<file path="config.mk">
export PLATFORM = sky130hd
export DESIGN_NAME = pbkd_ctrl
export DESIGN_NICKNAME = d
export VERILOG_FILES = /design/src/hw/rtl/pbkd_pkg.sv /design/src/hw/rtl/pbkd_ctrl.sv
export SDC_FILE = /design/constraint.sdc
export NUM_CORES = 1
export LEC_CHECK = 0
export BUFFER_PORTS_ARGS = -buffer_cell sky130_fd_sc_hd__buf_2
export CORE_AREA = 2 2 80 82
export CTS_CLUSTER_SIZE = 28
export DETAILED_ROUTE_END_ITERATION = 10
export DIE_AREA = 0 0 82 84
export PLACE_DENSITY = 0.86
export SLEW_MARGIN = 20
export SYNTH_ARGS = -nofsm -noshare
export SYNTH_HDL_FRONTEND = slang
export SYNTH_SLANG_ARGS = --single-unit
</file>
<file path="constraint.sdc">
create_clock -name clk -period 6.9 [get_ports clk]
set_input_delay 0.345 -clock clk [delete_from_list [all_inputs] [get_ports clk]]
set_output_delay 0.345 -clock clk [all_outputs]
set_load 0.05 [all_outputs]
</file>
<file path="src/hw/rtl/pbkd_pkg.sv">
// ----------------------------------------------------------------------------
// pbkd_pkg: shared types and constants for the key derivation block
// Payload structs, the controller's commands and states, and SHA-256 tables.
// ----------------------------------------------------------------------------
package pbkd_pkg;

  localparam int MaxPassBytesDefault = 64;
  localparam logic [23:0] IterResetValue = 24'd300000;
  localparam logic [7:0] IpadByte = 8'h36;
  localparam logic [7:0] OpadByte = 8'h5c;

  localparam logic [2:0] CfgSalt0 = 3'd0;
  localparam logic [2:0] CfgSalt1 = 3'd1;
  localparam logic [2:0] CfgSalt2 = 3'd2;
  localparam logic [2:0] CfgSalt3 = 3'd3;
  localparam logic [2:0] CfgIter  = 3'd4;

  typedef struct packed {
    logic [7:0] pass_byte;
    logic       byte_valid;
    logic       pass_last;
  } in_beat_t;

  typedef struct packed {
    logic [63:0] key_word;
    logic [1:0]  word_index;
    logic        key_last;
    logic        pass_overflow;
  } out_beat_t;

  // source of the byte fed into the message block
  typedef enum logic [2:0] {
    SRC_KEY,      // u xor pad
    SRC_PAD,      // pad byte alone
    SRC_PASS,     // passphrase buffer
    SRC_DIGEST,   // inner digest
    SRC_FINAL     // 0x80, zeros and length
  } byte_src_t;

  typedef enum logic [3:0] {
    ST_LOAD,
    ST_ROUND_START,
    ST_FEED,
    ST_COMPRESS,
    ST_HASH_DONE,
    ST_EMIT
  } ctrl_state_t;

  typedef struct packed {
    logic       init_derive;   // u = salt, acc = 0
    logic       sha_begin;     // load initial hash, clear block fill
    logic       feed;          // push one byte
    byte_src_t  src;
    logic [5:0] idx;           // byte index within source
    logic       comp_start;
    logic       save_inner;
    logic       save_outer;    // u = digest, acc ^= digest
  } dp_cmd_t;

  typedef struct packed {
    logic       block_full;
    logic       comp_busy;
    logic [5:0] fill;
  } dp_stat_t;

  localparam logic [31:0] InitH [8] = '{
    32'h6a09e667, 32'hbb67ae85, 32'h3c6ef372, 32'ha54ff53a,
    32'h510e527f, 32'h9b05688c, 32'h1f83d9ab, 32'h5be0cd19};

  localparam logic [31:0] RoundK [64] = '{
    32'h428a2f98, 32'h71374491, 32'hb5c0fbcf, 32'he9b5dba5, 32'h3956c25b, 32'h59f111f1,
    32'h923f82a4, 32'hab1c5ed5, 32'hd807aa98, 32'h12835b01, 32'h243185be, 32'h550c7dc3,
    32'h72be5d74, 32'h80deb1fe, 32'h9bdc06a7, 32'hc19bf174, 32'he49b69c1, 32'hefbe4786,
    32'h0fc19dc6, 32'h240ca1cc, 32'h2de92c6f, 32'h4a7484aa, 32'h5cb0a9dc, 32'h76f988da,
    32'h983e5152, 32'ha831c66d, 32'hb00327c8, 32'hbf597fc7, 32'hc6e00bf3, 32'hd5a79147,
    32'h06ca6351, 32'h14292967, 32'h27b70a85, 32'h2e1b2138, 32'h4d2c6dfc, 32'h53380d13,
    32'h650a7354, 32'h766a0abb, 32'h81c2c92e, 32'h92722c85, 32'ha2bfe8a1, 32'ha81a664b,
    32'hc24b8b70, 32'hc76c51a3, 32'hd192e819, 32'hd6990624, 32'hf40e3585, 32'h106aa070,
    32'h19a4c116, 32'h1e376c08, 32'h2748774c, 32'h34b0bcb5, 32'h391c0cb3, 32'h4ed8aa4a,
    32'h5b9cca4f, 32'h682e6ff3, 32'h748f82ee, 32'h78a5636f, 32'h84c87814, 32'h8cc70208,
    32'h90befffa, 32'ha4506ceb, 32'hbef9a3f7, 32'hc67178f2};

  function automatic logic [31:0] rotr(input logic [31:0] x, input int n);
    rotr = (x >> n) | (x << (32 - n));
  endfunction

endpackage

</file>
<file path="src/hw/rtl/pbkd_ctrl.sv">
// ----------------------------------------------------------------------------
// pbkd_ctrl: sequencer for loading, hmac rounds and key output
// Walks each sha pass byte by byte and hands blocks to the compressor.
// ----------------------------------------------------------------------------
module pbkd_ctrl #(
  parameter int MaxPassBytes = pbkd_pkg::MaxPassBytesDefault
) (
  input  logic                 clk,
  input  logic                 rst,
  input  logic                 start,
  input  logic [$clog2(MaxPassBytes+1)-1:0] pass_len,
  input  logic [23:0]          iter_count,
  input  pbkd_pkg::dp_stat_t   stat,
  input  logic                 comp_done,
  input  logic                 out_taken,
  output pbkd_pkg::dp_cmd_t    cmd,
  output logic [$clog2(MaxPassBytes)-1:0] pass_raddr,
  output logic                 loading,
  output logic                 emit_valid,
  output logic [1:0]           emit_index
);
  localparam int LenW = $clog2(MaxPassBytes+1);
  // byte counter also covers the 32-byte key, pad and digest runs
  localparam int CntW = (LenW > 6) ? LenW : 6;

  // phases within one sha pass
  localparam logic [2:0] PhKey = 3'd0;
  localparam logic [2:0] PhPad = 3'd1;
  localparam logic [2:0] PhMsg = 3'd2;
  localparam logic [2:0] PhMark = 3'd3;
  localparam logic [2:0] PhZero = 3'd4;
  localparam logic [2:0] PhLen = 3'd5;

  pbkd_pkg::ctrl_state_t state, state_next;
  logic [2:0]  phase, phase_next;
  logic [CntW-1:0] cnt, cnt_next;
  logic        outer, outer_next;
  logic [23:0] iter, iter_next;
  logic [1:0]  widx, widx_next;
  logic        prefetch, prefetch_next;
  logic [CntW-1:0] msg_len;

  assign msg_len = outer ? CntW'(32) : CntW'(pass_len);

  always_ff @(posedge clk) begin
    if (rst) begin
      state <= pbkd_pkg::ST_LOAD;
      phase <= PhKey;
      cnt <= '0;
      outer <= 1'b0;
      iter <= '0;
      widx <= '0;
      prefetch <= 1'b0;
    end else begin
      state <= state_next;
      phase <= phase_next;
      cnt <= cnt_next;
      outer <= outer_next;
      iter <= iter_next;
      widx <= widx_next;
      prefetch <= prefetch_next;
    end
  end

  assign pass_raddr = cnt[$clog2(MaxPassBytes)-1:0];
  assign loading = (state == pbkd_pkg::ST_LOAD);
  assign emit_valid = (state == pbkd_pkg::ST_EMIT);
  assign emit_index = widx;

  always_comb begin
    state_next = state;
    phase_next = phase;
    cnt_next = cnt;
    outer_next = outer;
    iter_next = iter;
    widx_next = widx;
    prefetch_next = 1'b0;
    cmd = '0;
    cmd.src = pbkd_pkg::SRC_KEY;
    case (state)
      pbkd_pkg::ST_LOAD: begin
        if (start) begin
          cmd.init_derive = 1'b1;
          iter_next = '0;
          outer_next = 1'b0;
          state_next = (iter_count == 24'd0) ? pbkd_pkg::ST_EMIT : pbkd_pkg::ST_ROUND_START;
          widx_next = '0;
        end
      end
      pbkd_pkg::ST_ROUND_START: begin
        cmd.sha_begin = 1'b1;
        phase_next = PhKey;
        cnt_next = '0;
        state_next = pbkd_pkg::ST_FEED;
      end
      pbkd_pkg::ST_FEED: begin
        if (stat.block_full) begin
          cmd.comp_start = 1'b1;
          state_next = pbkd_pkg::ST_COMPRESS;
        end else begin
          cmd.idx = {outer, 5'(cnt)};
          case (phase)
            PhKey: begin
              cmd.feed = 1'b1;
              cmd.src = pbkd_pkg::SRC_KEY;
              cnt_next = cnt + CntW'(1);
              if (cnt == CntW'(31)) begin
                phase_next = PhPad;
                cnt_next = '0;
              end
            end
            PhPad: begin
              cmd.feed = 1'b1;
              cmd.src = pbkd_pkg::SRC_PAD;
              cnt_next = cnt + CntW'(1);
              if (cnt == CntW'(31)) begin
                phase_next = PhMsg;
                cnt_next = '0;
              end
            end
            PhMsg: begin
              if (cnt == msg_len) begin
                phase_next = PhMark;
              end else if (!outer && !prefetch) begin
                // ram read is registered: wait for the byte before feeding it
                prefetch_next = 1'b1;
              end else begin
                cmd.feed = 1'b1;
                cmd.src = outer ? pbkd_pkg::SRC_DIGEST : pbkd_pkg::SRC_PASS;
                cnt_next = cnt + CntW'(1);
              end
            end
            PhMark: begin
              cmd.feed = 1'b1;
              cmd.src = pbkd_pkg::SRC_FINAL;
              cmd.idx = {outer, 5'd1};
              phase_next = PhZero;
            end
            PhZero: begin
              if (stat.fill == 6'd56) begin
                phase_next = PhLen;
              end else begin
                cmd.feed = 1'b1;
                cmd.src = pbkd_pkg::SRC_FINAL;
                cmd.idx = {outer, 5'd0};
              end
            end
            PhLen: begin
              // 8-byte length rewritten on each of the last eight slots until full
              cmd.feed = 1'b1;
              cmd.src = pbkd_pkg::SRC_FINAL;
              cmd.idx = {outer, 5'd2};
            end
            default: phase_next = PhKey;
          endcase
        end
      end
      pbkd_pkg::ST_COMPRESS: begin
        if (comp_done) begin
          if (phase == PhLen) state_next = pbkd_pkg::ST_HASH_DONE;
          else state_next = pbkd_pkg::ST_FEED;
        end
      end
      pbkd_pkg::ST_HASH_DONE: begin
        if (!outer) begin
          cmd.save_inner = 1'b1;
          outer_next = 1'b1;
          state_next = pbkd_pkg::ST_ROUND_START;
        end else begin
          cmd.save_outer = 1'b1;
          outer_next = 1'b0;
          iter_next = iter + 24'd1;
          state_next = (iter + 24'd1 == iter_count) ? pbkd_pkg::ST_EMIT
                                                    : pbkd_pkg::ST_ROUND_START;
        end
      end
      pbkd_pkg::ST_EMIT: begin
        if (out_taken) begin
          widx_next = widx + 2'd1;
          if (widx == 2'd3) state_next = pbkd_pkg::ST_LOAD;
        end
      end
      default: state_next = pbkd_pkg::ST_LOAD;
    endcase
  end
endmodule
</file>
==> results summary, run 1 <==
The run finished with clean final reports. In this run the power density over the cells is 143 mW/mm2. Yosys mapped the design onto 72 distinct sky130hd cell types. The net switching power figure is 0.000167 W. After clock tree synthesis, the setup repair step added 0 buffers. The antenna diode count came out at 0.

The number of nets with antenna violations after routing came out at 0. The detailed-routing iteration count for the pre-antenna-repair pass came out at 6. The maximum number of pins on one net before global-route repair is 39. From bottom edge to top edge, the die measures 84 um.

The sequential cell fraction of total power is 43.9%. In this run the tightest slew margin relative to its limit is 24.7%. The count of final hold-check violations came out at 0. The worst-case IR drop observed on VDD is 0.113 mV. The final net count came out at 570.

The number of flops mapped to enable cells by yosys is 0. Across all layers, the routed design uses 3958 vias. The final clock skew is 7.32 ps. The share of cells above drive strength 1 came out at 19.3%. Of all nets on the critical path, the largest fanout is 34.

The latest clock arrival within the worst-skew pair is 300 ps. The data arrival time of the worst path is 3100 ps. The number of maximum-capacitance violations is 0. The total of fill cells in the finished design came out at 548. The analysis attributes to cell leakage a power of 1.54 nW. The post-route fraction of the period consumed by the critical path is 41.7%.

The cell area that synthesis handed to floorplanning was 0.00362 mm2. In the layout the commonest cells are 67 x sky130_fd_sc_hd__buf_2, 62 x sky130_fd_sc_hd__nor2_1, 42 x sky130_fd_sc_hd__a21oi_1. The I/O pin count is 69. The synthesis warning total is 0.

The final estimated routing congestion in global placement came out at 0.949. STA classifies the critical path endpoint as a flop. Synthesis produced a netlist whose cell count is 485.

The classification of the worst setup path is reg2reg. The required time at the endpoint of the critical path is 7120 ps. The cell internal power dissipation came out at 0.000395 W. The deepest clock path buffer count came out at 2.

The number of buffers added to fix hold violations after cts is 0. The largest single stage delay on the critical path is 910 ps. The utilization after layout came out at 64.7%.

The clock input transition at the sequential cells of the worst setup and hold paths is 80 ps. In this run the worst hold path is classified as in2reg. The routed design has 10100 um of wire. The post-synthesis to final-layout area growth came out at 9.13%. The part of the power in combinational logic is 19.7%.

Leaving out fill and tap cells, the most frequent cell in the layout is sky130_fd_sc_hd__buf_2. STA classifies the critical path startpoint as a flop. The number of core rows came out at 29. The synthesized net count came out at 532. The placed wire-length estimate after detailed placement is 7130 um. The wire length per cell is 16.8 um.

The H-tree was split into 2 levels. The fraction of registers with async set/reset came out at 0%. The clock drives 41 sinks. In the global route stage, overall resource usage came out at 29.8%.

TritonCTS built the clock tree. The master of the slowest instance on the critical path is sky130_fd_sc_hd__nor2_1. The minimum clock period after layout came out at 2880 ps. The actual transition at the worst max-transition pin came out at 1130 ps. The most used flip-flop cell after synthesis is sky130_fd_sc_hd__dfxtp_1. The via count of the first global-routing pass came to 3598.

For this block, the initial DRC count from the detailed router was 369. The die extent in x came out at 82 um. The placeable core area is 0.00610 mm2. The share of total power in the clock network is 36.4%. The remaining design rule violation count came out at 0.

The via-per-instance ratio is 6.59. The count of final setup violators is 0. Walking the worst path, the cells encountered are nor2b_1 > nand3_1 > buf_4 > inv_2 > nor2_1 > o21ai_0 > a21oi_1. The initial antenna violation count came out at 0. The number of clock buffers added by TritonCTS is 5. Summed over all instances, the cell type with the most area after synthesis is sky130_fd_sc_hd__dfxtp_1. The share of the Yosys chip area taken by registers is 22.7%. In the final timing run, aggregate negative setup slack is 0 ps. In this run switching power makes up 29.8% of total power. The effective utilization at floorplan came out at 59.3%.

The total of cells resized after clock tree synthesis is 0. Yosys attributes the largest share of cell area to sky130_fd_sc_hd__dfxtp_1 23%, sky130_fd_sc_hd__nor2_1 6.4%, sky130_fd_sc_hd__xnor2_1 6.1%, sky130_fd_sc_hd__a21oi_1 5.8%, sky130_fd_sc_hd__nand2_1 3.9%. The floorplan step defined a die boundary enclosing 0.00689 mm2. The total count of max-transition violations in the final report came out at 0.

The root buffer cell chosen for the clock tree is sky130_fd_sc_hd__clkbuf_8. The number of port buffers is 67. A synthesized cell averages 7.46 um2. The global-route wire length before repair is 16500 um. The count of state elements after synthesis is 41. After global routing the overflow that remains totals 0.

The share of the synthesized area in the top cell type is 22.7%. The maximum clock rate is 0.347 GHz. Setup repair after global routing left no endpoint under its margin.
[kinds of logic (layout without fill, tap and decap cells)]
| logic type | Yosys count | count (layout) | synth area share (%) |
|---|---|---|---|
| multiplexers | 8 | 8 | 2.25 |
| buffers and inverters | 51 | 90 | 7.68 |
| AO/OA/AOI/OAI | 123 | 123 | 22.0 |
| XOR/XNOR | 35 | 35 | 8.69 |
| AND/OR/NAND/NOR | 224 | 224 | 35.7 |
| adder cells (fa/ha/maj) | 3 | 3 | 1.04 |
| flip-flops | 41 | 41 | 22.7 |
[worst paths after layout]
kind | from | to | slack [ps] | cells after the start
hold / removal | comp_done | state[1] | 360 | 4
hold reg to reg | iter[19] | iter[19] | 520 | 2
setup reg to reg | state[1] | iter[10] | 4020 | 7
setup / recovery | state[1] | iter[10] | 4020 | 7
[cells in the mapped netlist (3+ instances only)]
library cell	n
sky130_fd_sc_hd__a211oi_1	3
sky130_fd_sc_hd__a21oi_1	42
sky130_fd_sc_hd__a22oi_1	3
sky130_fd_sc_hd__a311oi_1	3
sky130_fd_sc_hd__a31oi_1	9
sky130_fd_sc_hd__a41oi_1	3
sky130_fd_sc_hd__and2_1	5
sky130_fd_sc_hd__and3_1	10
sky130_fd_sc_hd__buf_2	4
sky130_fd_sc_hd__buf_4	7
sky130_fd_sc_hd__buf_6	6
sky130_fd_sc_hd__clkbuf_1	19
sky130_fd_sc_hd__dfxtp_1	41
sky130_fd_sc_hd__ha_1	3
sky130_fd_sc_hd__inv_1	11
sky130_fd_sc_hd__inv_2	3
sky130_fd_sc_hd__mux2i_1	7
sky130_fd_sc_hd__nand2_1	38
sky130_fd_sc_hd__nand2b_1	5
sky130_fd_sc_hd__nand3_1	22
sky130_fd_sc_hd__nand3b_1	4
sky130_fd_sc_hd__nand4_1	17
sky130_fd_sc_hd__nor2_1	62
sky130_fd_sc_hd__nor2b_1	3
sky130_fd_sc_hd__nor3_1	14
sky130_fd_sc_hd__nor4_1	13
sky130_fd_sc_hd__nor4_4	5
sky130_fd_sc_hd__nor4bb_1	3
sky130_fd_sc_hd__o211ai_1	3
sky130_fd_sc_hd__o21ai_0	27
sky130_fd_sc_hd__o31ai_1	4
sky130_fd_sc_hd__o32ai_1	3
sky130_fd_sc_hd__or3_1	5
sky130_fd_sc_hd__xnor2_1	25
sky130_fd_sc_hd__xor2_1	9
[worst max-delay path, delay by kind of cell, from the launching register on]
kind	cells	cell delay [ps]
AO/OA/AOI/OAI	2	470
buffers and inverters	2	600
flip-flops	1	570
AND/OR/NAND/NOR	3	1170
[cell type report]
cell class,count,area [um2],share of cell area [%]
clock buffers,7,86.3,2.19
well taps,77,96.3,2.44
multi-input cells,393,2520,63.8
clock inverters,1,30.0,0.761
repair buffers,68,343,8.69
flip-flops and latches,41,821,20.8
inverters,14,52.6,1.33
[power groups by stage]
stage                     logic (W)  clock network [W]  registers [W]
final                      0.000111           0.000205       0.000247
after global placement     0.000104                  0       0.000252
after floorplan           0.0000765                  0       0.000248
after CTS                  0.000109           0.000208       0.000247
after detailed placement   0.000107                  0       0.000253
after global routing       0.000120           0.000219       0.000249
[stage by stage]
stage          hold slack, ps  power, W  std cells  setup WS (ps)  instance area [um2]
2_1_floorplan             469  0.000324        485           3970                 3620
3_3_place_gp              484  0.000357        593           4200                 3830
3_5_place_dp              516  0.000360        593           4170                 3830
4_1_cts                   353  0.000563        601           4090                 3950
5_1_grt                   393  0.000587        601           3760                 3950
6_report                  355  0.000562        601           4020                 3950
[flip-flops by register name, summed over array words and instances, names as in the netlist]
register    cells
cnt             7
emit_index      2
iter           24
outer           1
phase           3
prefetch        1
state           3
[per-layer routing]
| layer | GRT usage, % | share of wire [%] |
|---|---|---|
| met5 | 0 | 0 |
| met4 | 10.6 | 2.2 |
| met3 | 5.30 | 8.4 |
| met2 | 47.6 | 47 |
| met1 | 39.7 | 42 |
Power figures use the tool's default switching activity.
==> run 2: changes to the inputs <==
- CORE_AREA: 2 2 80 82 -> 2 2 83 85
- DIE_AREA: 0 0 82 84 -> 0 0 85 87
- PLACE_DENSITY: 0.86 -> 0.8
- clock period: 6.9 -> 2.7 ns (I/O delays scaled with it)
==> results summary, run 2 (synthesis gave the netlist of run 1 again) <==
The largest registers in the layout are iter: 24 flops, cnt: 7 flops. The number of core rows came out at 30. The classification of the worst setup path is reg2out. The post-route total power came out at 0.00151 W. Summing over every cut layer, the via total after detailed routing is 3855.

Once layout is complete, the utilization of the core stands at 61.6%. The hold path endpoint is state[0]. The total of fill cells in the finished design is 581. The final estimated routing congestion in global placement came out at 0.942.

The minimum clock period after layout is 2470 ps. In this run the clock root is driven by a sky130_fd_sc_hd__clkbuf_8. The number of buffers added to fix hold violations after cts is 0.

The detailed router's first-iteration violation count is 250. IR analysis of the VDD net gives a maximum drop of 0.275 mV. The run finished with clean final reports.

The die area is 0.00740 mm2. The via count of the first global-routing pass came out at 3425. Of all nets on the critical path, the largest fanout is 14.

Clock-pin slew was measured on the worst setup and hold paths at 80 ps. TritonCTS built the clock tree. The number of cells in the design after placement came out at 606. Measured along the y axis, the die boundary spans 87 um. The required time at the endpoint of the critical path is 2570 ps. Leaving out fill and tap cells, the most frequent cell in the layout is sky130_fd_sc_hd__buf_2.

For this run the aggregate overflow at the end of global routing stands at 0. Counting flops per register, the top entry is iter. The worst setup path is captured at an output pin. The count of final setup violators came out at 0.

The post-route fraction of the period consumed by the critical path came out at 91.3%. The worst setup path is launched from a flop. The flip-flop count of the largest register after layout came out at 24.

The initial antenna violation count is 0. The worst register-to-register path ends at state[2]. In this run, CTS created clock tree buffers numbering 5. The via-per-instance ratio is 6.28. The remaining design rule violation count is 0. For this configuration, the core starts out at a cell density of 55.0%. The slack of the worst reg-to-reg path came out at 310 ps. The final clock skew came out at 9.74 ps. The number of port buffers came out at 67.

The maximum clock rate is 0.406 GHz. Excluding fillers, the count of instances in the completed layout stands at 614. In this run the most critical hold path is launched from rst.

CTS saw 41 sinks. For the worst-skew pair, the clock arrives at the later sink with an insertion delay of 300 ps. Setup repair after global routing left no endpoint under its margin. The maximum number of pins on one net before global-route repair is 38. The I/O pin count came out at 69.

The post-synthesis to final-layout area growth is 12.0%. The number of H-tree branching levels came out at 2. The wire length per cell came out at 15.7 um. The placed wire-length estimate after detailed placement is 7010 um. The actual transition at the worst max-transition pin came out at 527 ps.

Counting cells, the worst reg-to-reg path comes to 6. In the layout the commonest cells are 67 x sky130_fd_sc_hd__buf_2, 62 x sky130_fd_sc_hd__nor2_1, 42 x sky130_fd_sc_hd__a21oi_1. The data arrival time of the worst path is 2330 ps. The leakage power total came out at 1.60 nW.

The worst hold path belongs to the class in2reg. The count of final hold-check violations came out at 0. Across every metal layer, demand over resource in global routing totals 26.1%.

The total count of max-transition violations in the final report was 0. The number of maximum-capacitance violations came out at 0. Summed over all failing endpoints, the final setup total negative slack is 0 ps. The ratio of total power to cell area is 373 mW/mm2. The detailed-routing iteration count for the pre-antenna-repair pass is 5. Once detail routing completed, the nets flagged for antenna violations numbered 0. In this run the horizontal extent of the chip is 85 um. The final wirelength is 9630 um. The antenna diode count is 0. The first global-routing pass estimated 15900 um of wire. The number of buffers inserted by post-CTS setup repair is 0. The total of cells resized after clock tree synthesis came out at 0. The final net count is 580. The share of cells above drive strength 1 is 21.2%. The worst slew slack as a fraction of its limit came out at 64.8%. The startpoint identified for the worst register-to-register timing path is iter[4]. The placeable core area is 0.00657 mm2. No sink is reached through more buffers than the 2 on the longest clock path. The cell depth of the worst min-delay path came out at 3.
run 2: cell count changes in the layout (fill, tap and decap cells not counted), sizes merged:
cell | before | now
clkbuf | 7 | 5
buf | 68 | 78
bufinv | 1 | 2
clkinv | 0 | 1
run 2: metrics by stage:
stage	hold slack [ps]	cell area, um2	worst slack, ps
global route	138	4050	118
floorplan	302	3620	149
detailed placement	430	3910	301
CTS	114	4050	253
finish	115	4050	235
global placement	424	3910	317
run 2: where the power goes:
| group | switching [W] | internal (W) |
|---|---|---|
| combinational | 0.000182 | 0.000102 |
| sequential | 0.0000217 | 0.000611 |
| clock | 0.000227 | 0.000367 |
run 2: routing by layer:
layer / GRT usage (%) / share of wire (%)
met1: 32.9 / 43
met2: 45.2 / 47
met3: 4.08 / 7.5
met4: 9.38 / 2.4
met5: 0 / 0
run 2: critical path: stages (launching register included):
cell	delay [ps]
sky130_fd_sc_hd__dfxtp_1	580
sky130_fd_sc_hd__or3b_1	480
sky130_fd_sc_hd__nor2_1	350
sky130_fd_sc_hd__o21ai_0	160
sky130_fd_sc_hd__nor3_1	150
sky130_fd_sc_hd__buf_2	290
run 2: cell type report:
cell class              count  area [um2]  area share (%)
multi-input cells         393        2520            62.3
inverters                  14        52.6            1.30
clock buffers               5        68.8            1.70
well taps                  80         100            2.47
repair buffers             78         418            10.3
clock inverters             3        65.1            1.61
flip-flops and latches     41         821            20.3
run 2: worst max-delay path by stage:
stage                     to  slack, ps  startpoint  cells past startpoint
floorplan            cmd[12]        150      cnt[1]                      6
global placement    state[2]        320     iter[1]                      7
detailed placement  state[2]        300     iter[1]                      7
CTS                 state[2]        250     iter[1]                      7
global route        state[2]        120     iter[1]                      7
finish                cmd[4]        230    state[1]                      5
